### config.mk
export PLATFORM = sky130hd
export DESIGN_NAME = plane_point_inlier_classifier_top
export DESIGN_NICKNAME = d
export VERILOG_FILES = /design/src/rtl/ppic_pkg.sv /design/src/rtl/ppic_core.sv /design/src/rtl/plane_point_inlier_classifier_top.sv
export VERILOG_INCLUDE_DIRS = /design/src /design/src/rtl
export SDC_FILE = /design/constraint.sdc
export NUM_CORES = 2
export LEC_CHECK = 0
export ABC_AREA = 1
export BUFFER_PORTS_ARGS = -buffer_cell sky130_fd_sc_hd__buf_2
export CORE_UTILIZATION = 59
export DETAILED_ROUTE_END_ITERATION = 8
export GPL_TIMING_DRIVEN = 0
export PLACE_DENSITY = 0.86
export SYNTH_ARGS = -nofsm -noshare
export SYNTH_HDL_FRONTEND = slang
export SYNTH_HIERARCHICAL = 1
export SYNTH_SLANG_ARGS = --single-unit
export TNS_END_PERCENT = 50
### constraint.sdc
create_clock -name clk -period 20.3 [get_ports clk]
set_input_delay 3.045 -clock clk [delete_from_list [all_inputs] [get_ports clk]]
set_output_delay 3.045 -clock clk [all_outputs]
set_load 0.02 [all_outputs]
### src/rtl/assert_macros.svh
// assertion macros shared by the rtl
`ifndef ASSERT_MACROS_SVH
`define ASSERT_MACROS_SVH
`ifndef ASSERT_OFF
`define ASSERT_IMPL(label, clk, rst_n, prop, msg) \
    label: assert property (@(posedge clk) disable iff (!rst_n) prop) else $error(msg);
`define ASSERT_NEVER(label, clk, rst_n, cond, msg) \
    label: assert property (@(posedge clk) disable iff (!rst_n) !(cond)) else $error(msg);
`else
`define ASSERT_IMPL(label, clk, rst_n, prop, msg)
`define ASSERT_NEVER(label, clk, rst_n, cond, msg)
`endif
`endif

### src/rtl/ppic_pkg.sv
`timescale 1ns / 1ps
package ppic_pkg;
    localparam int unsigned DEF_MAX_POINTS = 65535;
    localparam int unsigned DEF_FRAC_BITS  = 16;
    localparam int unsigned CNT_W   = 17;
    localparam int unsigned ACC_W   = 72;
    localparam int unsigned NSQ_W   = 66;
    localparam int unsigned ROOT_W  = 33;

    typedef enum logic [2:0] {
        REG_COEF_A    = 3'd0,
        REG_COEF_B    = 3'd1,
        REG_COEF_C    = 3'd2,
        REG_COEF_D    = 3'd3,
        REG_THRESHOLD = 3'd4,
        REG_OUT_START = 3'd5
    } reg_idx_t;

    // handoff from the arithmetic core to the top level
    typedef struct packed {
        logic        done;
        logic        busy;
    } core_status_t;
endpackage

### src/rtl/ppic_core.sv
`timescale 1ns / 1ps
`include "assert_macros.svh"
module ppic_core
    import ppic_pkg::*;
#(
    parameter int unsigned FRAC_BITS = DEF_FRAC_BITS
)
(
    input  logic                clk,
    input  logic                rst_n,
    input  logic                start,
    input  logic signed [31:0]  coef_a,
    input  logic signed [31:0]  coef_b,
    input  logic signed [31:0]  coef_c,
    input  logic signed [31:0]  coef_d,
    input  logic signed [31:0]  px,
    input  logic signed [31:0]  py,
    input  logic signed [31:0]  pz,
    output core_status_t        status,
    output logic signed [31:0]  res_out,
    output logic        [30:0]  dist_out,
    output logic                nz_out
);
    localparam int unsigned QW = 32 + FRAC_BITS;

    typedef enum logic [2:0] {
        S_IDLE, S_MUL, S_SAT, S_SQRT, S_DIV, S_DONE
    } state_t;

    state_t                    state_reg;
    logic [1:0]                term_reg;
    logic [5:0]                bit_reg;
    logic [ACC_W-1:0]          acc_reg;   // residual accumulator
    logic [ACC_W-1:0]          nsq_reg;   // sum of squares, then sqrt remainder
    logic [63:0]               mcand_reg; // shifted multiplicand, sign extended
    logic [31:0]               mplier_reg;
    logic                      sq_reg;    // pass squares the coefficient
    logic [ROOT_W-1:0]         root_reg;
    logic [NSQ_W-1:0]          rad_reg;
    logic [QW-1:0]             quo_reg;
    logic [ROOT_W:0]           rem_reg;
    logic signed [31:0]        res_reg;
    logic [30:0]               dist_reg;
    logic                      nz_reg;
    logic                      done_reg;

    logic signed [31:0]        op_a;
    logic [ROOT_W+1:0]         trial;
    logic [ROOT_W+1:0]         dtrial;
    logic [ROOT_W+1:0]         rnext;
    logic [ACC_W-1:0]          sum_sh;
    logic [31:0]               absr;

    // operand of the current product pass
    always_comb
    begin
        case (term_reg)
            2'd0: op_a = coef_a;
            2'd1: op_a = coef_b;
            default: op_a = coef_c;
        endcase
    end

    assign sum_sh = $signed(acc_reg) >>> FRAC_BITS;
    assign absr   = res_reg[31] ? (~res_reg + 32'd1) : res_reg;
    // sqrt step: two radicand bits in, one root bit out
    assign rnext  = {nsq_reg[ROOT_W-1:0], rad_reg[NSQ_W-1 -: 2]};
    assign trial  = {root_reg[ROOT_W-1:0], 2'b01};
    // divide step: restoring, one quotient bit
    assign dtrial = {rem_reg, quo_reg[QW-1]};

    always_ff @(posedge clk or negedge rst_n)
    begin
        if (!rst_n)
        begin
            state_reg <= S_IDLE;
            term_reg  <= '0;
            bit_reg   <= '0;
            sq_reg    <= 1'b0;
        end
        else
        begin
            case (state_reg)
                S_IDLE:
                begin
                    if (start)
                    begin
                        state_reg  <= S_MUL;
                        term_reg   <= '0;
                        bit_reg    <= '0;
                        sq_reg     <= 1'b0;
                        acc_reg    <= ACC_W'($signed(coef_d)) << FRAC_BITS;
                        nsq_reg    <= '0;
                        mcand_reg  <= 64'($signed(coef_a));
                        mplier_reg <= px;
                        nz_reg     <= (coef_a == 0) && (coef_b == 0) && (coef_c == 0);
                    end
                end
                S_MUL:
                begin
                    // one multiplier bit per cycle, top bit has negative weight
                    if (mplier_reg[bit_reg[4:0]])
                    begin
                        if (bit_reg == 6'd31)
                        begin
                            if (sq_reg) nsq_reg <= nsq_reg - ACC_W'($signed(mcand_reg));
                            else        acc_reg <= acc_reg - ACC_W'($signed(mcand_reg));
                        end
                        else
                        begin
                            if (sq_reg) nsq_reg <= nsq_reg + ACC_W'($signed(mcand_reg));
                            else        acc_reg <= acc_reg + ACC_W'($signed(mcand_reg));
                        end
                    end
                    if (bit_reg == 6'd31)
                    begin
                        bit_reg <= '0;
                        if (term_reg == 2'd2 && sq_reg)
                        begin
                            state_reg <= S_SAT;
                        end
                        else
                        begin
                            if (sq_reg) term_reg <= term_reg + 2'd1;
                            sq_reg     <= ~sq_reg;
                            mcand_reg  <= 64'($signed(sq_reg ? (term_reg == 2'd0 ? coef_b
                                            : coef_c) : op_a));
                            mplier_reg <= sq_reg ? (term_reg == 2'd0 ? py : pz) : op_a;
                        end
                    end
                    else
                    begin
                        bit_reg   <= bit_reg + 6'd1;
                        mcand_reg <= mcand_reg << 1;
                    end
                end
                S_SAT:
                begin
                    if ($signed(sum_sh) > $signed(ACC_W'(32'sh7fffffff)))
                        res_reg <= 32'sh7fffffff;
                    else if ($signed(sum_sh) < $signed({{(ACC_W-32){1'b1}}, 32'h80000000}))
                        res_reg <= 32'sh80000000;
                    else
                        res_reg <= sum_sh[31:0];
                    rad_reg   <= nsq_reg[NSQ_W-1:0];
                    nsq_reg   <= '0;
                    root_reg  <= '0;
                    bit_reg   <= '0;
                    state_reg <= S_SQRT;
                end
                S_SQRT:
                begin
                    rad_reg <= rad_reg << 2;
                    if (rnext >= trial)
                    begin
                        nsq_reg  <= ACC_W'(rnext - trial);
                        root_reg <= {root_reg[ROOT_W-2:0], 1'b1};
                    end
                    else
                    begin
                        nsq_reg  <= ACC_W'(rnext);
                        root_reg <= {root_reg[ROOT_W-2:0], 1'b0};
                    end
                    if (bit_reg == 6'(ROOT_W - 1))
                    begin
                        bit_reg   <= '0;
                        quo_reg   <= QW'(absr) << FRAC_BITS;
                        rem_reg   <= '0;
                        state_reg <= S_DIV;
                    end
                    else
                    begin
                        bit_reg <= bit_reg + 6'd1;
                    end
                end
                S_DIV:
                begin
                    if (dtrial >= {1'b0, root_reg})
                    begin
                        rem_reg <= (ROOT_W+1)'(dtrial - {1'b0, root_reg});
                        quo_reg <= {quo_reg[QW-2:0], 1'b1};
                    end
                    else
                    begin
                        rem_reg <= dtrial[ROOT_W:0];
                        quo_reg <= {quo_reg[QW-2:0], 1'b0};
                    end
                    if (bit_reg == 6'(QW - 1))
                        state_reg <= S_DONE;
                    else
                        bit_reg <= bit_reg + 6'd1;
                end
                S_DONE:
                begin
                    if (nz_reg || root_reg == '0)
                        dist_reg <= '0;
                    else if (quo_reg > QW'(31'h7fffffff))
                        dist_reg <= 31'h7fffffff;
                    else
                        dist_reg <= quo_reg[30:0];
                    state_reg <= S_IDLE;
                end
                default: state_reg <= S_IDLE;
            endcase
        end
    end

    always_ff @(posedge clk or negedge rst_n)
    begin
        if (!rst_n) done_reg <= 1'b0;
        else        done_reg <= (state_reg == S_DONE);
    end
    assign status   = '{done: done_reg, busy: (state_reg != S_IDLE)};
    assign res_out  = res_reg;
    assign dist_out = dist_reg;
    assign nz_out   = nz_reg;

    `ASSERT_NEVER(a_start_busy, clk, rst_n, start && state_reg != S_IDLE, "start while busy")
    `ASSERT_IMPL(a_done_after, clk, rst_n, status.done |-> $past(state_reg == S_DONE), "stray done")
    `ASSERT_IMPL(a_div_bits, clk, rst_n, state_reg == S_DIV |-> bit_reg < 6'(QW), "div overrun")
endmodule

### src/rtl/plane_point_inlier_classifier_top.sv
`timescale 1ns / 1ps
// steps: capture, multiply, saturate, sqrt, divide, output register; Q16.16 at FRAC_BITS = 16
// throughput: one item at a time, set by the bit-serial multiply and root/divide loops
// the next item enters only after the previous result has left the output register
// reset: asynchronous active low; coefficients clear, d to -1.0, counters to zero
`include "assert_macros.svh"
module plane_point_inlier_classifier_top
    import ppic_pkg::*;
#(
    parameter int unsigned MAX_POINTS = DEF_MAX_POINTS,
    parameter int unsigned FRAC_BITS  = DEF_FRAC_BITS
)
(
    input  logic               clk,
    input  logic               rst_n,
    input  logic               cfg_we,
    input  logic [2:0]         cfg_index,
    input  logic [31:0]        cfg_data,
    input  logic               in_valid,
    output logic               in_stall,
    input  logic signed [31:0] px,
    input  logic signed [31:0] py,
    input  logic signed [31:0] pz,
    input  logic               set_end,
    output logic               out_valid,
    input  logic               out_stall,
    output logic signed [31:0] residual,
    output logic [30:0]        distance,
    output logic               norm_zero,
    output logic               is_inlier,
    output logic [16:0]        slot_index,
    output logic               set_done
);
    // counter cap is min(MAX_POINTS, 2^17-1)
    localparam logic [CNT_W-1:0] CAP = (MAX_POINTS < 131071) ? CNT_W'(MAX_POINTS)
                                                             : {CNT_W{1'b1}};

    logic signed [31:0] coef_a_reg, coef_b_reg, coef_c_reg, coef_d_reg;
    logic [30:0]        thr_reg;
    logic [15:0]        out_start_reg;
    logic [CNT_W-1:0]   in_cnt_reg, out_cnt_reg;
    logic signed [31:0] px_reg, py_reg, pz_reg;
    logic               last_reg;
    logic               busy_reg;   // item inside the core
    logic               start_reg;
    core_status_t       cst;
    logic signed [31:0] c_res;
    logic [30:0]        c_dist;
    logic               c_nz;
    logic [31:0]        absr;
    logic               inl;
    logic               in_acc, out_acc;

    assign in_stall = busy_reg || out_valid;
    assign in_acc   = in_valid && !in_stall;
    assign out_acc  = out_valid && !out_stall;

    // config writes, unknown indexes ignored
    always_ff @(posedge clk or negedge rst_n)
    begin
        if (!rst_n)
        begin
            coef_a_reg    <= '0;
            coef_b_reg    <= '0;
            coef_c_reg    <= '0;
            coef_d_reg    <= -(32'sd1 <<< FRAC_BITS);
            thr_reg       <= '0;
            out_start_reg <= '0;
        end
        else if (cfg_we)
        begin
            case (cfg_index)
                REG_COEF_A:    coef_a_reg    <= cfg_data;
                REG_COEF_B:    coef_b_reg    <= cfg_data;
                REG_COEF_C:    coef_c_reg    <= cfg_data;
                REG_COEF_D:    coef_d_reg    <= cfg_data;
                REG_THRESHOLD: thr_reg       <= cfg_data[30:0];
                REG_OUT_START: out_start_reg <= cfg_data[15:0];
                default: ;
            endcase
        end
    end

    // capture the item and kick the core in the next cycle
    always_ff @(posedge clk)
    begin
        if (in_acc)
        begin
            px_reg   <= px;
            py_reg   <= py;
            pz_reg   <= pz;
            last_reg <= set_end;
        end
    end

    ppic_core #(.FRAC_BITS(FRAC_BITS)) u_core (
        .clk      (clk),
        .rst_n    (rst_n),
        .start    (start_reg),
        .coef_a   (coef_a_reg),
        .coef_b   (coef_b_reg),
        .coef_c   (coef_c_reg),
        .coef_d   (coef_d_reg),
        .px       (px_reg),
        .py       (py_reg),
        .pz       (pz_reg),
        .status   (cst),
        .res_out  (c_res),
        .dist_out (c_dist),
        .nz_out   (c_nz)
    );

    assign absr = c_res[31] ? (~c_res + 32'd1) : c_res;
    assign inl  = absr < {1'b0, thr_reg};

    // item stays busy until its result lands in the output register;
    // a pending result blocks the next item's entry
    always_ff @(posedge clk or negedge rst_n)
    begin
        if (!rst_n)
        begin
            busy_reg    <= 1'b0;
            start_reg   <= 1'b0;
            out_valid   <= 1'b0;
            in_cnt_reg  <= '0;
            out_cnt_reg <= '0;
        end
        else
        begin
            start_reg <= in_acc;
            if (cst.done)
            begin
                // output register is free: no result pending while an item runs
                busy_reg   <= 1'b0;
                out_valid  <= 1'b1;
                residual   <= c_res;
                distance   <= c_dist;
                norm_zero  <= c_nz;
                is_inlier  <= inl;
                set_done   <= last_reg;
                if (inl)
                    slot_index <= in_cnt_reg;
                else
                    slot_index <= CNT_W'({1'b0, out_start_reg}) + out_cnt_reg;
                if (last_reg)
                begin
                    in_cnt_reg  <= '0;
                    out_cnt_reg <= '0;
                end
                else if (inl)
                begin
                    if (in_cnt_reg < CAP) in_cnt_reg <= in_cnt_reg + 1'b1;
                end
                else
                begin
                    if (out_cnt_reg < CAP) out_cnt_reg <= out_cnt_reg + 1'b1;
                end
            end
            else
            begin
                if (in_acc) busy_reg <= 1'b1;
                if (out_acc) out_valid <= 1'b0;
            end
        end
    end

    `ASSERT_NEVER(a_no_overwrite, clk, rst_n, cst.done && out_valid && out_stall, "result lost")
    `ASSERT_IMPL(a_start_follows, clk, rst_n, in_acc |=> start_reg, "core not started")
    `ASSERT_NEVER(a_cnt_cap, clk, rst_n, in_cnt_reg > CAP || out_cnt_reg > CAP, "count past cap")
endmodule
==> results_dict.tcl <==
set metrics [dict create \
    portBuffers 221 \
    synth_compound_gate_area_share_pct 15.3 \
    clkLatencyLatePin_ns 0.72 \
    track_usage_pct 39.7 \
    synthesis.nets 6920 \
    nets 7263 \
    viasPerCell 6.21 \
    end_kind "flip-flop" \
    instances_no_fill 8132 \
    largest_reg_flops 72 \
    met3_length_um 19200 \
    syn2layout_area_growth_pct 11.9 \
    fin_setup_tns_ns 0 \
    required_ns 20.72 \
    synth_cells 6525 \
    mostFrequentLayoutCells "nand2_1 (1464), inv_1 (681), o21ai_0 (668), nor2_1 (661), edfxtp_1 (659)" \
    synth-xor-area-share_pct 4.05 \
    p_leak_nw 26.1 \
    synth_seq_area_share_pct 46.9 \
    yosysTopAreaCell "edfxtp_1" \
    grt_overflow_total 0 \
    power_per_cell_area_nw_per_um2 69.1 \
    dr_wl_met2_um 84500 \
    period_share_pct 30.8 \
    design.portCount 222 \
    skew_ns 0.0315 \
    multi_input_area_um2 25300 \
    worstSetupPathType "reg -> reg" \
    die-width_um 305 \
    highest_layer "met5" \
    netlist_area_um2 54200 \
    yosys.area.top_type_share_pct 36.5 \
    fp.dieH_um 305 \
    wirelength_um 188000 \
    critPathLaunchType "flip-flop" \
    worst_pin_slew_ns 1.41 \
    initial_core_util_pct 59.9 \
    fin_ws_ns 14.04 \
    clk_pin_slew_ns 0.06 \
    regArea_um2 25400 \
    antenna_found_initial 5 \
    status "finished, final reports clean" \
    placedCellCount 7948 \
    cts_root_buf "clkbuf_16" \
    drv_slew 0 \
    cts_tree "done" \
    ctsResizeCount 0 \
    clock_path_buffers 3 \
    worst-path-max-fanout 10 \
    rows 110 \
    dpl_worst_slack_ns 13.65 \
    peakVddDrop_uv 83.4 \
    max_freq_mhz 160 \
    drt-met1-wl_um 70300 \
    synthArstFlopShare_pct 25.5 \
    cts_max_level 3 \
    postCtsSetupRepairBufs 0 \
    post-route-min-period_ns 6.26 \
    final-setup-viol-count 0 \
    synthFlopType "edfxtp_1" \
    grt_pass1_vias 48036 \
    floorplan.core_area_um2 90600 \
    rsz0062_at_grt "false" \
    slew_headroom_pct 5.97 \
    yosysWarnings 6 \
    hold_viol_final 0 \
    synth-edff-count 659 \
    hold_path.class "reg -> reg" \
    hold_buffers 0 \
    synth_top_family_by_area "simple AND/OR/NAND/NOR gates" \
    die-area_um2 93100 \
    synthMuxAreaShare_pct 0 \
    drt.antenna.violating_nets 0 \
    clock-sinks 884 \
    nFillCells 7309 \
    vias 50521 \
    synth_seq_cells 884 \
    final_common_cell "nand2_1" \
    arrival_ns 6.67 \
    grt_max_degree 89 \
    gp_congestion 1.07 \
    avgSynthCellArea_um2 8.31 \
    drc 0 \
    numCtsBuffers 94 \
    drt-initial-drc-count 6420 \
    max_cap_viol_count 0 \
    synth_cell_types 65 \
    wl_per_cell_um 23.2 \
    yosys.area_share.simple_pct 21.2 \
    synth_adder_area_share_pct 6.01 \
    synth_area_leaders "edfxtp_1 (36%), nand2_1 (10%), dfrtp_1 (9.6%), o21ai_0 (6.2%), ha_1 (5.9%)" \
    dp_hpwl_um 146000 \
    layout-drive-gt1-share_pct 8.72 \
    grt_pass1_wl_um 280000 \
    drtPass1Iterations 7 \
]
worst paths after layout:
check                              startpoint  cells past startpoint  slack [ns]                 end
setup / recovery            u_core/bit_reg[1]                     25       14.04  u_core/acc_reg[47]
hold / removal             u_core/dist_out[5]                      0        0.42         distance[5]
setup reg to reg            u_core/bit_reg[1]                     25       14.04  u_core/acc_reg[47]
hold reg to reg            u_core/dist_out[5]                      0        0.42         distance[5]
max in group asynchronous               rst_n                      3       16.80      coef_d_reg[25]
min in group asynchronous               rst_n                      1        2.25       in_cnt_reg[8]
synthesized netlist by cell type (69+ instances only):
library cell and count:
nand2_1 1464, inv_1 684, o21ai_0 669, nor2_1 665, edfxtp_1 659, a21oi_1 475
ha_1 254, dfrtp_1 209, nand3_1 193, clkbuf_1 174, xor2_1 174, nand4_1 94
nor3_1 92, a31oi_1 89, xnor2_1 77, nor4_1 69
routing by layer:
layer | global-route usage, % | vias up
met5 | 0 | -
met4 | 26.2 | 2
met3 | 8.05 | 779
met2 | 62.7 | 3040
met1 | 49.7 | 23643
li1 | - | 23057
stage by stage:
stage	power (W)	area (um^2)	utilization [%]	hold WS [ns]
3_5_place_dp	0.00239	57400	63.4	0.405
2_1_floorplan	0.00225	54200	-	0.400
3_3_place_gp	0.00237	56800	62.7	0.406
4_1_cts	0.00419	60700	67.0	0.422
6_report	0.00419	60700	67.0	0.419
5_1_grt	0.00430	60700	67.0	0.425
power by group:
| group | switching, W | total (W) | internal, W |
|---|---|---|---|
| Combinational | 0.000183 | 0.000280 | 0.0000970 |
| Sequential | 0.0000737 | 0.00209 | 0.00201 |
| Clock | 0.000777 | 0.00183 | 0.00105 |
worst max-delay path: stages (launching register included):
cell and delay, ns:
dfrtp_1 0.52, ha_1 0.24, inv_1 0.09, nor3_4 0.22, nand2_4 0.16, buf_6 0.19, inv_1 0.13, clkbuf_1 0.57
nor2_1 0.12, xor2_1 0.74, ha_1 0.31, a21oi_1 0.10, o21ai_1 0.19, a21oi_1 0.09, o21ai_1 0.32, nand3_1 0.13
nand2_1 0.17, inv_1 0.06, o21ai_0 0.74, nand3_1 0.19, nand2_2 0.18, nand3_1 0.08, nand2_1 0.17, a21oi_1 0.09
o21ai_1 0.10, nand2_1 0.06
cell type report:
class                      instances  area share [%]
buffer                           207            1.43
timing repair buffer             247            2.67
sequential                       884            41.9
clock buffer                     123            4.32
clock inverter                    53            1.09
antenna                            8          0.0330
inverter                         716            4.44
multi-input combinational       4718            41.7
tap                             1176            2.42
cell families (layout without fill, tap and decap cells):
logic type	Yosys count	after routing
buf+inv	923	1346
other cells	0	8
fa+ha+maj	258	258
xor+xnor	251	251
compound gates	1503	1503
simple gates	2706	2706
flops	884	884
Power figures use the tool's default switching activity.
